<file path="config.mk">
export PLATFORM = sky130hd
export DESIGN_NAME = cell_pair_contrast_predictors_top
export DESIGN_NICKNAME = d
export VERILOG_FILES = /design/src/hw/rtl/cpc_pkg.sv /design/src/hw/rtl/cell_pair_contrast_predictors_top.sv
export SDC_FILE = /design/constraint.sdc
export NUM_CORES = 2
export LEC_CHECK = 0
export ABC_AREA = 1
export BUFFER_PORTS_ARGS = -buffer_cell sky130_fd_sc_hd__buf_4
export CAP_MARGIN = 10
export CORE_MARGIN = 2
export CORE_UTILIZATION = 59
export CTS_CLUSTER_SIZE = 20
export DETAILED_ROUTE_END_ITERATION = 7
export PLACE_DENSITY = 0.79
export RECOVER_POWER = 50
export SETUP_SLACK_MARGIN = 0.5
export SYNTH_ARGS = -nofsm -noshare
export SYNTH_HDL_FRONTEND = slang
export SYNTH_SLANG_ARGS = --single-unit
</file>
<file path="constraint.sdc">
create_clock -name clk -period 6.9 [get_ports clk]
set_input_delay 0.345 -clock clk [delete_from_list [all_inputs] [get_ports clk]]
set_output_delay 0.345 -clock clk [all_outputs]
set_load 0.02 [all_outputs]
</file>
<file path="src/hw/rtl/cpc_pkg.sv">
// shared constants, threshold table and widths for the cell pair contrast predictors
package cpc_pkg;

  // window geometry
  localparam int CELLS_PER_SIDE = 6;
  localparam int CELL_ROWS      = 8;
  localparam int CELL_WIDTH     = 50;
  localparam int CELL_HEIGHT    = 15;

  // field widths
  localparam int COLOR_W    = 8;
  localparam int COORD_W    = 11;
  localparam int OFS_W      = 8;
  localparam int PRED_W     = 21;
  localparam int ROW_OUT_W  = 3;
  localparam int DIST_OUT_W = 3;

  // configuration port
  localparam int CFG_INDEX_W = 2;
  localparam int CFG_DATA_W  = COORD_W;
  localparam logic [CFG_INDEX_W-1:0] REG_WINDOW_TOP  = 2'd0;
  localparam logic [CFG_INDEX_W-1:0] REG_WINDOW_LEFT = 2'd1;
  localparam logic [CFG_INDEX_W-1:0] REG_CLAMP_NEAR  = 2'd2;
  localparam logic [CFG_INDEX_W-1:0] REG_CLAMP_FAR   = 2'd3;

  // register reset values
  localparam logic [COORD_W-1:0] WINDOW_TOP_RST  = COORD_W'(350);
  localparam logic [COORD_W-1:0] WINDOW_LEFT_RST = COORD_W'(20);
  localparam logic [OFS_W-1:0]   CLAMP_NEAR_RST  = OFS_W'(20);
  localparam logic [OFS_W-1:0]   CLAMP_FAR_RST   = OFS_W'(50);

  // cell store
  localparam int CELL_COUNT  = 2 * CELLS_PER_SIDE;
  localparam int IDX_W       = $clog2(CELL_COUNT);
  localparam int J_W         = (CELLS_PER_SIDE > 1) ? $clog2(CELLS_PER_SIDE) : 1;
  localparam int K_W         = (CELL_ROWS > 1) ? $clog2(CELL_ROWS) : 1;
  localparam int CELL_PIXELS = CELL_WIDTH * CELL_HEIGHT;
  localparam int CELL_MAX    = 255 * CELL_PIXELS;
  localparam int SUM_W       = $clog2(CELL_MAX + 1);
  localparam int X_SPAN      = 2 * CELLS_PER_SIDE * CELL_WIDTH;
  localparam int Y_SPAN      = CELL_ROWS * CELL_HEIGHT;

  // cell index by reciprocal multiply, estimate low by at most one
  localparam int DIV_SH  = 16;
  localparam int RECIP_X = (1 << DIV_SH) / CELL_WIDTH;
  localparam int RECIP_Y = (1 << DIV_SH) / CELL_HEIGHT;
  localparam int PROD_W  = COORD_W + DIV_SH + 1;
  localparam int Q_W     = PROD_W - DIV_SH;

  // gray conversion, 14-bit weights
  localparam int GRAY_ACC_W = 22;
  localparam int GRAY_SH    = 14;
  localparam int GRAY_WB    = 1868;
  localparam int GRAY_WG    = 9617;
  localparam int GRAY_WR    = 4899;
  localparam int GRAY_RND   = 8192;

  // clamp and predictor scaling
  localparam int CLAMP_W   = SUM_W + 2;
  localparam logic signed [CLAMP_W-1:0] CELL_PIXELS_S = CLAMP_W'(CELL_PIXELS);
  localparam int DEN_SCALE = 20 * CELL_PIXELS;
  localparam int DEN_W     = $clog2(DEN_SCALE * 255 + 1);
  localparam int PRED_FRAC = 24;
  localparam int NUM_W     = SUM_W + PRED_FRAC + 1;
  localparam int QUOT_W    = PRED_W - 1;
  localparam int CNT_W     = $clog2(QUOT_W);

  // threshold table, rows by cell distance, columns by cell row
  localparam int THR_ROWS = 6;
  localparam int THR_COLS = 8;
  localparam logic [7:0] THR_TABLE [THR_ROWS][THR_COLS] = '{
    '{8'd170, 8'd180, 8'd190, 8'd200, 8'd210, 8'd220, 8'd220, 8'd220},
    '{8'd170, 8'd180, 8'd190, 8'd190, 8'd200, 8'd210, 8'd220, 8'd210},
    '{8'd165, 8'd170, 8'd180, 8'd190, 8'd190, 8'd200, 8'd200, 8'd200},
    '{8'd155, 8'd160, 8'd170, 8'd180, 8'd180, 8'd180, 8'd190, 8'd190},
    '{8'd145, 8'd150, 8'd150, 8'd160, 8'd160, 8'd170, 8'd170, 8'd170},
    '{8'd140, 8'd140, 8'd140, 8'd140, 8'd140, 8'd140, 8'd140, 8'd140}
  };

  // threshold lookup, indices saturate at the table edge
  function automatic logic [7:0] thr_lookup(input int j, input int k);
    logic [2:0] tj;
    logic [2:0] tk;
    tj = (j > THR_ROWS - 1) ? 3'(THR_ROWS - 1) : 3'(j);
    tk = (k > THR_COLS - 1) ? 3'(THR_COLS - 1) : 3'(k);
    return THR_TABLE[tj][tk];
  endfunction

endpackage

</file>
<file path="src/hw/rtl/cell_pair_contrast_predictors_top.sv">
// cell pair contrast predictors: gray accumulation per cell and predictor emission
//
// Pixels enter on the pixel channel (valid/ready) with their frame coordinates.
// Each pixel inside the window is converted to gray and added to its cell sum,
// held in a 12-entry memory with registered read data (read, add, write back).
// A pixel outside the window ends after the gray step; one inside also passes cell, read, add.
// After the bottom-right pixel of a cell row the block emits one result per
// cell distance on the result channel (valid/ready), nearest first; each result
// goes through a read of both cells, clamp, then a 20-step restoring divider,
// and no pixel is taken before the last result of the row is emitted.
// The cell sums then read as zero again.
// The result channel has an output register: a pending result does not block
// the next pixel; a stalled receiver only holds the next emit.
// Configuration writes (cfg channel) are always taken and apply at once; they
// are meant to happen while the block is idle.
// Reset (synchronous, active high) restores the register defaults, marks all
// cell sums as zero and drops result valid.
module cell_pair_contrast_predictors_top
  import cpc_pkg::*;
(
  input  logic                          clk,
  input  logic                          rst,
  input  logic                          cfg_valid,
  output logic                          cfg_ready,
  input  logic [CFG_INDEX_W-1:0]        cfg_index,
  input  logic [CFG_DATA_W-1:0]         cfg_data,
  input  logic                          pixel_valid,
  output logic                          pixel_ready,
  input  logic [COLOR_W-1:0]            pixel_blue,
  input  logic [COLOR_W-1:0]            pixel_green,
  input  logic [COLOR_W-1:0]            pixel_red,
  input  logic [COORD_W-1:0]            pixel_column,
  input  logic [COORD_W-1:0]            pixel_row,
  output logic                          result_valid,
  input  logic                          result_ready,
  output logic signed [PRED_W-1:0]      predictor_value,
  output logic [ROW_OUT_W-1:0]          cell_row,
  output logic [DIST_OUT_W-1:0]         cell_distance,
  output logic                          last_of_row
);

  localparam logic [3:0] ST_IDLE  = 4'd0;
  localparam logic [3:0] ST_GRAY  = 4'd1;
  localparam logic [3:0] ST_CELL  = 4'd2;
  localparam logic [3:0] ST_READ  = 4'd3;
  localparam logic [3:0] ST_ACC   = 4'd4;
  localparam logic [3:0] ST_EREAD = 4'd5;
  localparam logic [3:0] ST_CLAMP = 4'd6;
  localparam logic [3:0] ST_PREP  = 4'd7;
  localparam logic [3:0] ST_DIV   = 4'd8;
  localparam logic [3:0] ST_OUT   = 4'd9;

  logic [3:0] state;

  // configuration registers
  logic [COORD_W-1:0] window_top;
  logic [COORD_W-1:0] window_left;
  logic [OFS_W-1:0]   clamp_near_offset;
  logic [OFS_W-1:0]   clamp_far_offset;

  // pixel pipeline registers
  logic [COLOR_W-1:0]    pix_blue;
  logic [COLOR_W-1:0]    pix_green;
  logic [COLOR_W-1:0]    pix_red;
  logic [COORD_W-1:0]    pix_column;
  logic [COORD_W-1:0]    pix_row;
  logic [COORD_W-1:0]    x_off;
  logic [COORD_W-1:0]    y_off;
  logic [GRAY_ACC_W-1:0] prod_blue;
  logic [GRAY_ACC_W-1:0] prod_green;
  logic [GRAY_ACC_W-1:0] prod_red;
  logic [Q_W-1:0]        col_quot;
  logic [Q_W-1:0]        row_quot;
  logic [COLOR_W-1:0]    gray;
  logic [IDX_W-1:0]      cell_idx;
  logic [K_W-1:0]        row_idx;
  logic                  row_end;

  // cell store
  logic [SUM_W-1:0]      cell_mem [CELL_COUNT];
  logic [CELL_COUNT-1:0] cell_valid;
  logic [SUM_W-1:0]      rd_left;
  logic [SUM_W-1:0]      rd_right;
  logic                  rd_left_ok;
  logic                  rd_right_ok;

  // emission registers
  logic [J_W-1:0]            cell_j;
  logic signed [CLAMP_W-1:0] bound_lo;
  logic signed [CLAMP_W-1:0] bound_hi;
  logic [DEN_W-1:0]          den;
  logic [SUM_W-1:0]          diff_mag;
  logic                      diff_neg;
  logic [NUM_W-1:0]          rem;
  logic [NUM_W-1:0]          divisor;
  logic [QUOT_W-1:0]         quot;
  logic [CNT_W-1:0]          bit_cnt;

  // combinational values
  logic [COORD_W-1:0]        x_diff;
  logic [COORD_W-1:0]        y_diff;
  logic                      win_hit;
  logic [PROD_W-1:0]         col_prod;
  logic [PROD_W-1:0]         row_prod;
  logic [GRAY_ACC_W-1:0]     gray_sum;
  logic [COORD_W-1:0]        col_rem;
  logic [COORD_W-1:0]        row_rem;
  logic                      col_fix;
  logic                      row_fix;
  logic [Q_W-1:0]            col_cell;
  logic [Q_W-1:0]            row_cell;
  logic [COORD_W-1:0]        row_phase;
  logic [IDX_W-1:0]          addr_a;
  logic [IDX_W-1:0]          addr_b;
  logic [SUM_W-1:0]          acc_base;
  logic [SUM_W:0]            acc_wide;
  logic [SUM_W-1:0]          acc_sum;
  logic [7:0]                thr;
  logic signed [OFS_W:0]     far_gap;
  logic signed [OFS_W:0]     near_gap;
  logic signed [CLAMP_W-1:0] side_l;
  logic signed [CLAMP_W-1:0] side_r;
  logic signed [CLAMP_W:0]   diff;
  logic                      div_take;
  logic [QUOT_W-1:0]         quot_next;
  logic signed [PRED_W-1:0]  pred;
  logic                      dist_last;
  logic                      out_free;

  // clamp a cell sum into [lo, hi], upper bound wins when they cross
  function automatic logic signed [CLAMP_W-1:0] clamp_side(
    input logic [SUM_W-1:0]          s,
    input logic signed [CLAMP_W-1:0] lo,
    input logic signed [CLAMP_W-1:0] hi
  );
    logic signed [CLAMP_W-1:0] v;
    v = $signed({2'b00, s});
    if (v < lo) v = lo;
    if (v > hi) v = hi;
    return v;
  endfunction

  assign cfg_ready   = 1'b1;
  assign pixel_ready = (state == ST_IDLE);

  // window test and cell quotient estimates
  always_comb begin
    x_diff   = pix_column - window_left;
    y_diff   = pix_row - window_top;
    win_hit  = (pix_column >= window_left) && (pix_row >= window_top) &&
               (int'(x_diff) < X_SPAN) && (int'(y_diff) < Y_SPAN);
    col_prod = PROD_W'(x_diff) * PROD_W'(RECIP_X);
    row_prod = PROD_W'(y_diff) * PROD_W'(RECIP_Y);
  end

  // gray rounding and quotient correction
  always_comb begin
    gray_sum  = prod_blue + prod_green + prod_red + GRAY_ACC_W'(GRAY_RND);
    col_rem   = x_off - COORD_W'(col_quot * CELL_WIDTH);
    row_rem   = y_off - COORD_W'(row_quot * CELL_HEIGHT);
    col_fix   = int'(col_rem) >= CELL_WIDTH;
    row_fix   = int'(row_rem) >= CELL_HEIGHT;
    col_cell  = col_quot + Q_W'(col_fix);
    row_cell  = row_quot + Q_W'(row_fix);
    row_phase = row_fix ? row_rem - COORD_W'(CELL_HEIGHT) : row_rem;
  end

  // memory read addresses
  always_comb begin
    addr_a = (state == ST_READ) ? cell_idx
                                : IDX_W'(CELLS_PER_SIDE - 1) - IDX_W'(cell_j);
    addr_b = IDX_W'(CELLS_PER_SIDE) + IDX_W'(cell_j);
  end

  // saturating accumulate
  always_comb begin
    acc_base = rd_left_ok ? rd_left : '0;
    acc_wide = {1'b0, acc_base} + (SUM_W + 1)'(gray);
    acc_sum  = (int'(acc_wide) > CELL_MAX) ? SUM_W'(CELL_MAX) : acc_wide[SUM_W-1:0];
  end

  // clamp bounds, side difference and divider step
  always_comb begin
    thr       = thr_lookup(int'(cell_j), int'(row_idx));
    far_gap   = $signed({1'b0, thr}) - $signed({1'b0, clamp_far_offset});
    near_gap  = $signed({1'b0, thr}) - $signed({1'b0, clamp_near_offset});
    side_l    = clamp_side(rd_left_ok ? rd_left : '0, bound_lo, bound_hi);
    side_r    = clamp_side(rd_right_ok ? rd_right : '0, bound_lo, bound_hi);
    diff      = (CLAMP_W + 1)'(side_l) - (CLAMP_W + 1)'(side_r);
    div_take  = rem >= divisor;
    quot_next = {quot[QUOT_W-2:0], div_take};
    dist_last = int'(cell_j) == CELLS_PER_SIDE - 1;
    out_free  = !result_valid || result_ready;
    if (clamp_far_offset == '0) begin
      pred = '0;
    end else if (diff_neg) begin
      pred = -$signed({1'b0, quot});
    end else begin
      pred = $signed({1'b0, quot});
    end
  end

  // cell memory, two read ports with registered data
  always_ff @(posedge clk) begin
    if (state == ST_ACC) begin
      cell_mem[cell_idx] <= acc_sum;
    end
    rd_left     <= cell_mem[addr_a];
    rd_right    <= cell_mem[addr_b];
    rd_left_ok  <= cell_valid[addr_a];
    rd_right_ok <= cell_valid[addr_b];
  end

  // configuration writes
  always_ff @(posedge clk) begin
    if (rst) begin
      window_top        <= WINDOW_TOP_RST;
      window_left       <= WINDOW_LEFT_RST;
      clamp_near_offset <= CLAMP_NEAR_RST;
      clamp_far_offset  <= CLAMP_FAR_RST;
    end else if (cfg_valid && cfg_ready) begin
      case (cfg_index)
        REG_WINDOW_TOP:  window_top        <= cfg_data[COORD_W-1:0];
        REG_WINDOW_LEFT: window_left       <= cfg_data[COORD_W-1:0];
        REG_CLAMP_NEAR:  clamp_near_offset <= cfg_data[OFS_W-1:0];
        REG_CLAMP_FAR:   clamp_far_offset  <= cfg_data[OFS_W-1:0];
        default: ;
      endcase
    end
  end

  // sequencer control
  always_ff @(posedge clk) begin
    if (rst) begin
      state        <= ST_IDLE;
      cell_valid   <= '0;
      result_valid <= 1'b0;
      cell_j       <= '0;
    end else begin
      // result valid: set on an emit, cleared once the transfer is taken
      if (state == ST_OUT && out_free) begin
        result_valid <= 1'b1;
      end else if (result_ready) begin
        result_valid <= 1'b0;
      end
      case (state)
        ST_IDLE: begin
          if (pixel_valid) begin
            state <= ST_GRAY;
          end
        end
        ST_GRAY: begin
          state <= win_hit ? ST_CELL : ST_IDLE;
        end
        ST_CELL: begin
          state <= ST_READ;
        end
        ST_READ: begin
          state <= ST_ACC;
        end
        ST_ACC: begin
          cell_valid[cell_idx] <= 1'b1;
          cell_j               <= '0;
          state                <= row_end ? ST_EREAD : ST_IDLE;
        end
        ST_EREAD: begin
          state <= ST_CLAMP;
        end
        ST_CLAMP: begin
          state <= ST_PREP;
        end
        ST_PREP: begin
          state <= ST_DIV;
        end
        ST_DIV: begin
          if (bit_cnt == '0) begin
            state <= ST_OUT;
          end
        end
        ST_OUT: begin
          if (out_free) begin
            if (dist_last) begin
              cell_valid <= '0;
              state      <= ST_IDLE;
            end else begin
              cell_j <= cell_j + J_W'(1);
              state  <= ST_EREAD;
            end
          end
        end
        default: begin
          state <= ST_IDLE;
        end
      endcase
    end
  end

  // pixel datapath
  always_ff @(posedge clk) begin
    if (pixel_valid && pixel_ready) begin
      pix_blue   <= pixel_blue;
      pix_green  <= pixel_green;
      pix_red    <= pixel_red;
      pix_column <= pixel_column;
      pix_row    <= pixel_row;
    end
    if (state == ST_GRAY) begin
      x_off      <= x_diff;
      y_off      <= y_diff;
      prod_blue  <= GRAY_ACC_W'(pix_blue) * GRAY_ACC_W'(GRAY_WB);
      prod_green <= GRAY_ACC_W'(pix_green) * GRAY_ACC_W'(GRAY_WG);
      prod_red   <= GRAY_ACC_W'(pix_red) * GRAY_ACC_W'(GRAY_WR);
      col_quot   <= col_prod[PROD_W-1:DIV_SH];
      row_quot   <= row_prod[PROD_W-1:DIV_SH];
    end
    if (state == ST_CELL) begin
      gray     <= gray_sum[GRAY_SH +: COLOR_W];
      cell_idx <= IDX_W'(col_cell);
      row_idx  <= K_W'(row_cell);
      row_end  <= (int'(x_off) == X_SPAN - 1) && (int'(row_phase) == CELL_HEIGHT - 1);
    end
  end

  // emission datapath: bounds, clamp, divide, result register
  always_ff @(posedge clk) begin
    case (state)
      ST_EREAD: begin
        bound_lo <= CLAMP_W'(far_gap) * CELL_PIXELS_S;
        bound_hi <= CLAMP_W'(near_gap) * CELL_PIXELS_S;
        den      <= DEN_W'(clamp_far_offset) * DEN_W'(DEN_SCALE);
      end
      ST_CLAMP: begin
        diff_neg <= diff < 0;
        diff_mag <= (diff < 0) ? SUM_W'(-diff) : SUM_W'(diff);
      end
      ST_PREP: begin
        rem     <= NUM_W'({diff_mag, {PRED_FRAC{1'b0}}}) + NUM_W'(den >> 1);
        divisor <= NUM_W'(den) << (QUOT_W - 1);
        quot    <= '0;
        bit_cnt <= CNT_W'(QUOT_W - 1);
      end
      ST_DIV: begin
        if (div_take) begin
          rem <= rem - divisor;
        end
        quot    <= quot_next;
        divisor <= divisor >> 1;
        bit_cnt <= bit_cnt - CNT_W'(1);
      end
      ST_OUT: begin
        if (out_free) begin
          predictor_value <= pred;
          cell_row        <= ROW_OUT_W'(row_idx);
          cell_distance   <= DIST_OUT_W'(cell_j);
          last_of_row     <= dist_last;
        end
      end
      default: ;
    endcase
  end

endmodule
</file>
==> impl_metrics.xml <==
<?xml version="1.0" encoding="UTF-8"?>
<metrics>
  <group name="status">
    <metric name="violations" unit="">max-capacitance violations, max-slew violations, negative setup slack</metric>
    <metric name="outcome" unit="">finished, violations left</metric>
  </group>
  <group name="timing">
    <metric name="timing_worst_slew_pin_value" unit="ps">1756</metric>
    <metric name="timing.final.setup_violations" unit="">5</metric>
    <metric name="final_critical_path_setup_slack" unit="ps">-76.56</metric>
    <metric name="period_needed" unit="ps">6977</metric>
    <metric name="grt_setup_unrepaired" unit="">true</metric>
    <metric name="timing_max_transition_violations_final" unit="">39</metric>
    <metric name="max_freq" unit="GHz">0.1433</metric>
    <metric name="total_count_of_hold_check_failures_in_the_final_report" unit="">0</metric>
    <metric name="worst_clock_skew_on_the_final_layout" unit="ps">37.30</metric>
    <metric name="portion_of_the_clock_cycle_consumed_by_the_worst_path_in_the_final_layout" unit="">1.011</metric>
    <metric name="slew_headroom" unit="">-0.1710</metric>
  </group>
  <group name="clocking">
    <metric name="cts_num_sinks" unit="">683</metric>
    <metric name="tritoncts" unit="">done</metric>
    <metric name="cts-root-buf" unit="">sky130_fd_sc_hd__clkbuf_16</metric>
    <metric name="ctsLongestPathBuffers" unit="">3</metric>
    <metric name="clock_insertion_delay_worst_skew" unit="ps">680</metric>
    <metric name="numCtsBuffers" unit="">77</metric>
    <metric name="cts_max_level" unit="">3</metric>
    <metric name="cts.reportedPaths.clkPinSlew" unit="ps">60</metric>
  </group>
  <group name="detailed_routing">
    <metric name="initial_drt_pass_iterations" unit="">8</metric>
    <metric name="first_iter_violations" unit="">4446</metric>
    <metric name="vias_per_std_cell" unit="">5.864</metric>
    <metric name="ant_nets" unit="">0</metric>
    <metric name="route.detailed.wl_per_inst" unit="um">19.31</metric>
    <metric name="routed_wirelength" unit="um">145100</metric>
    <metric name="remaining_drc_errors" unit="">0</metric>
    <metric name="num_vias" unit="">44073</metric>
  </group>
  <group name="die">
    <metric name="die_w" unit="um">302.6</metric>
    <metric name="chipHeight" unit="um">302.6</metric>
    <metric name="total_i_o_pin_count" unit="">95</metric>
    <metric name="floorplan.initialDensity" unit="">0.5953</metric>
    <metric name="placement_rows" unit="">109</metric>
    <metric name="dieArea" unit="um^2">91580</metric>
    <metric name="design.core.area" unit="um^2">88370</metric>
  </group>
  <group name="placement">
    <metric name="dp.cells" unit="">7225</metric>
    <metric name="gp_routability_congestion" unit="">0.9921</metric>
    <metric name="numPortBuffers" unit="">93</metric>
    <metric name="place_hpwl" unit="um">103800</metric>
    <metric name="placement.setup.worst_slack" unit="ps">-98.17</metric>
  </group>
  <group name="critical_path">
    <metric name="element_type_at_the_critical_path_start" unit="">flop</metric>
    <metric name="crit_type" unit="">reg -&gt; reg</metric>
    <metric name="setup.worst_path.end_class" unit="">flop</metric>
    <metric name="critPathBufInv" unit="">7</metric>
    <metric name="worst_ep_arrival_time" unit="ps">7390</metric>
    <metric name="worstPathMaxFanout" unit="">5</metric>
    <metric name="max_stage_delay" unit="ps">550</metric>
    <metric name="worst-endpoint-required" unit="ps">7310</metric>
    <metric name="crit_slowest_cell" unit="">sky130_fd_sc_hd__fa_2</metric>
    <metric name="delay_heaviest_family_cp" unit="">adder cells</metric>
    <metric name="critical-path-top-cell-by-count" unit="">sky130_fd_sc_hd__ha_4</metric>
  </group>
  <group name="logic_synthesis">
    <metric name="synth.cells.most_frequent" unit="">sky130_fd_sc_hd__nand2_1 (963), sky130_fd_sc_hd__inv_1 (954), sky130_fd_sc_hd__ha_1 (708), sky130_fd_sc_hd__edfxtp_1 (587), sky130_fd_sc_hd__nor2_1 (497)</metric>
    <metric name="synth_sequential_area_ratio" unit="">0.3716</metric>
    <metric name="ys_ff_latch" unit="">683</metric>
    <metric name="netlist_top_cells_area" unit="">sky130_fd_sc_hd__edfxtp_1 (34%), sky130_fd_sc_hd__ha_1 (17%), sky130_fd_sc_hd__fa_1 (7.6%)</metric>
    <metric name="synth_async_sr_flop_share" unit="">0</metric>
    <metric name="synth-edff-count" unit="">587</metric>
    <metric name="syn-cell-area" unit="um^2">52610</metric>
    <metric name="ys.warnings.count" unit="">0</metric>
    <metric name="synth_fp_nets" unit="">6905</metric>
    <metric name="syn_inst" unit="">5934</metric>
    <metric name="synth.lib_cells_used.distinct" unit="">65</metric>
    <metric name="yosys.cell_count.top_type" unit="">sky130_fd_sc_hd__nand2_1</metric>
    <metric name="synth.avg_cell_area" unit="um^2">8.866</metric>
    <metric name="postSynth.topFlopCell" unit="">sky130_fd_sc_hd__edfxtp_1</metric>
    <metric name="synth_top_area_share" unit="">0.3350</metric>
    <metric name="synth.largest_area_cell" unit="">sky130_fd_sc_hd__edfxtp_1</metric>
  </group>
  <group name="grt">
    <metric name="vias_in_the_first_global_route" unit="">42355</metric>
    <metric name="grt_antenna_before_repair" unit="">2</metric>
    <metric name="grt_max_degree" unit="">70</metric>
    <metric name="grtUsageTotal" unit="">0.3058</metric>
    <metric name="grt_first_pass_wirelength" unit="um">220700</metric>
    <metric name="gr-total-overflow" unit="">0</metric>
  </group>
  <group name="finish">
    <metric name="final_nets" unit="">7258</metric>
    <metric name="synthToLayoutAreaGrowth" unit="%">16.55</metric>
    <metric name="drive_above_1_share" unit="">0.1346</metric>
    <metric name="final-instance-count-excl-fill" unit="">7516</metric>
  </group>
  <group name="power">
    <metric name="vdd_ir_drop_max" unit="mV">1.188</metric>
    <metric name="p_per_area" unit="nW/um^2">501.2</metric>
    <metric name="power.static_leakage" unit="nW">27.97</metric>
  </group>
  <group name="hold_path">
    <metric name="min-delay-path-class" unit="">in -&gt; reg</metric>
  </group>
  <group name="run">
    <metric name="cap_violations" unit="">1</metric>
  </group>
</metrics>
final cells by class:
cell class | count | area, um^2
fillers | 6557 | 27050
diodes | 1 | 2.502
inverters | 966 | 3636
clock buffers | 97 | 2073
repair buffers | 408 | 3297
well taps | 1165 | 1458
clock inverters | 45 | 521.8
flip-flops and latches | 683 | 19570
multi-input cells | 4151 | 30770
per-stage QoR:
stage / cell area (um^2) / total power, W / TNS, ps / utilization / hold WS [ps]
after floorplan: 52950 / 0.02033 / 0 / - / 424.4
after global placement: 56000 / 0.02392 / 0 / 0.6336 / 447.8
after detailed placement: 56000 / 0.02462 / -114.6 / 0.6336 / 452.4
after CTS: 59590 / 0.02952 / 0 / 0.6743 / 23.25
after global routing: 61320 / 0.03365 / -2979 / 0.6939 / 61.39
final: 61320 / 0.03074 / -182.5 / 0.6939 / 44.43
report_power, final:
group | total (W) | switching (W) | internal (W) | leakage (nW)
Combinational | 0.0206 | 0.0122 | 0.00843 | 20.6
Sequential | 0.00588 | 0.000284 | 0.00560 | 6.11
Clock | 0.00422 | 0.00182 | 0.00240 | 1.25
Total | 0.0307 | 0.0143 | 0.0164 | 28.0
cells by family after synthesis:
kind of cell | Yosys count | share of synthesized area
AOI/OAI and AO/OA | 1196 | 0.1267
xor gates and xnor gates | 189 | 0.03161
adders and majority gates | 907 | 0.2441
buffers and inverters | 1102 | 0.07943
DFF | 683 | 0.3716
other | 1 | 0.00007128
and+or+nand+nor | 1856 | 0.1465
final timing paths:
path | startpoint | to | slack [ps] | cells after the start
worst max-delay path | cell_j[1] | bound_lo[19] | -80 | 33
worst min-delay path | cfg_data[5] | window_left[5] | 40 | 3
worst max register to register | cell_j[1] | bound_lo[19] | -80 | 33
worst min register to register | window_left[9] | window_left[9] | 460 | 2
routing by layer:
metal  wire length [um]  vias up  GRT usage
li1                   -    20799          -
met1              57690    20770     0.4058
met2              68760     2085     0.5053
met3              12590      415    0.04583
met4               6084        4     0.1226
met5                 20        -          0
flip-flops by register name, indices dropped and copies added (netlist names), 11 cells and up:
name / flops
quot: 20
rem: 43
y_off: 11
divisor: 41
rd_right: 18
pix_row: 11
prod_red: 21
diff_mag: 18
cell_mem: 216
predictor_value: 21
bound_hi: 19
rd_left: 18
prod_blue: 17
pix_column: 11
window_top: 11
window_left: 11
x_off: 11
prod_green: 22
den: 19
bound_lo: 19
cell_valid: 12
cells in the final DEF, fill, tap and decap left out, drive strengths merged, types with 53 or more instances in the layout:
cell,n
a21oi,451
dlygate4sd3,58
nor3,53
buf,283
xor2,133
fa,199
xnor2,56
nand4,61
nor2,505
nand2,973
o21ai,487
edfxtp,587
dfxtp,96
inv,963
ha,708
clkbuf,164
nand3,220
timing repair:
item | in CTS | in global routing
hold buffers | 58 | 0
endpoints found under the setup margin | 35 | 43
endpoints found under the hold margin | 69 | 0
resized for setup | 54 | 346
buffers inserted | 28 | 55
gates cloned | 1 | 6
pin swaps | 54 | 136
worst min-delay path, delay by kind of cell:
kind,cells,cell delay [ps]
compound gates,2,200
buf+inv,1,140
Note: power is estimated with default switching activity, not from simulation.
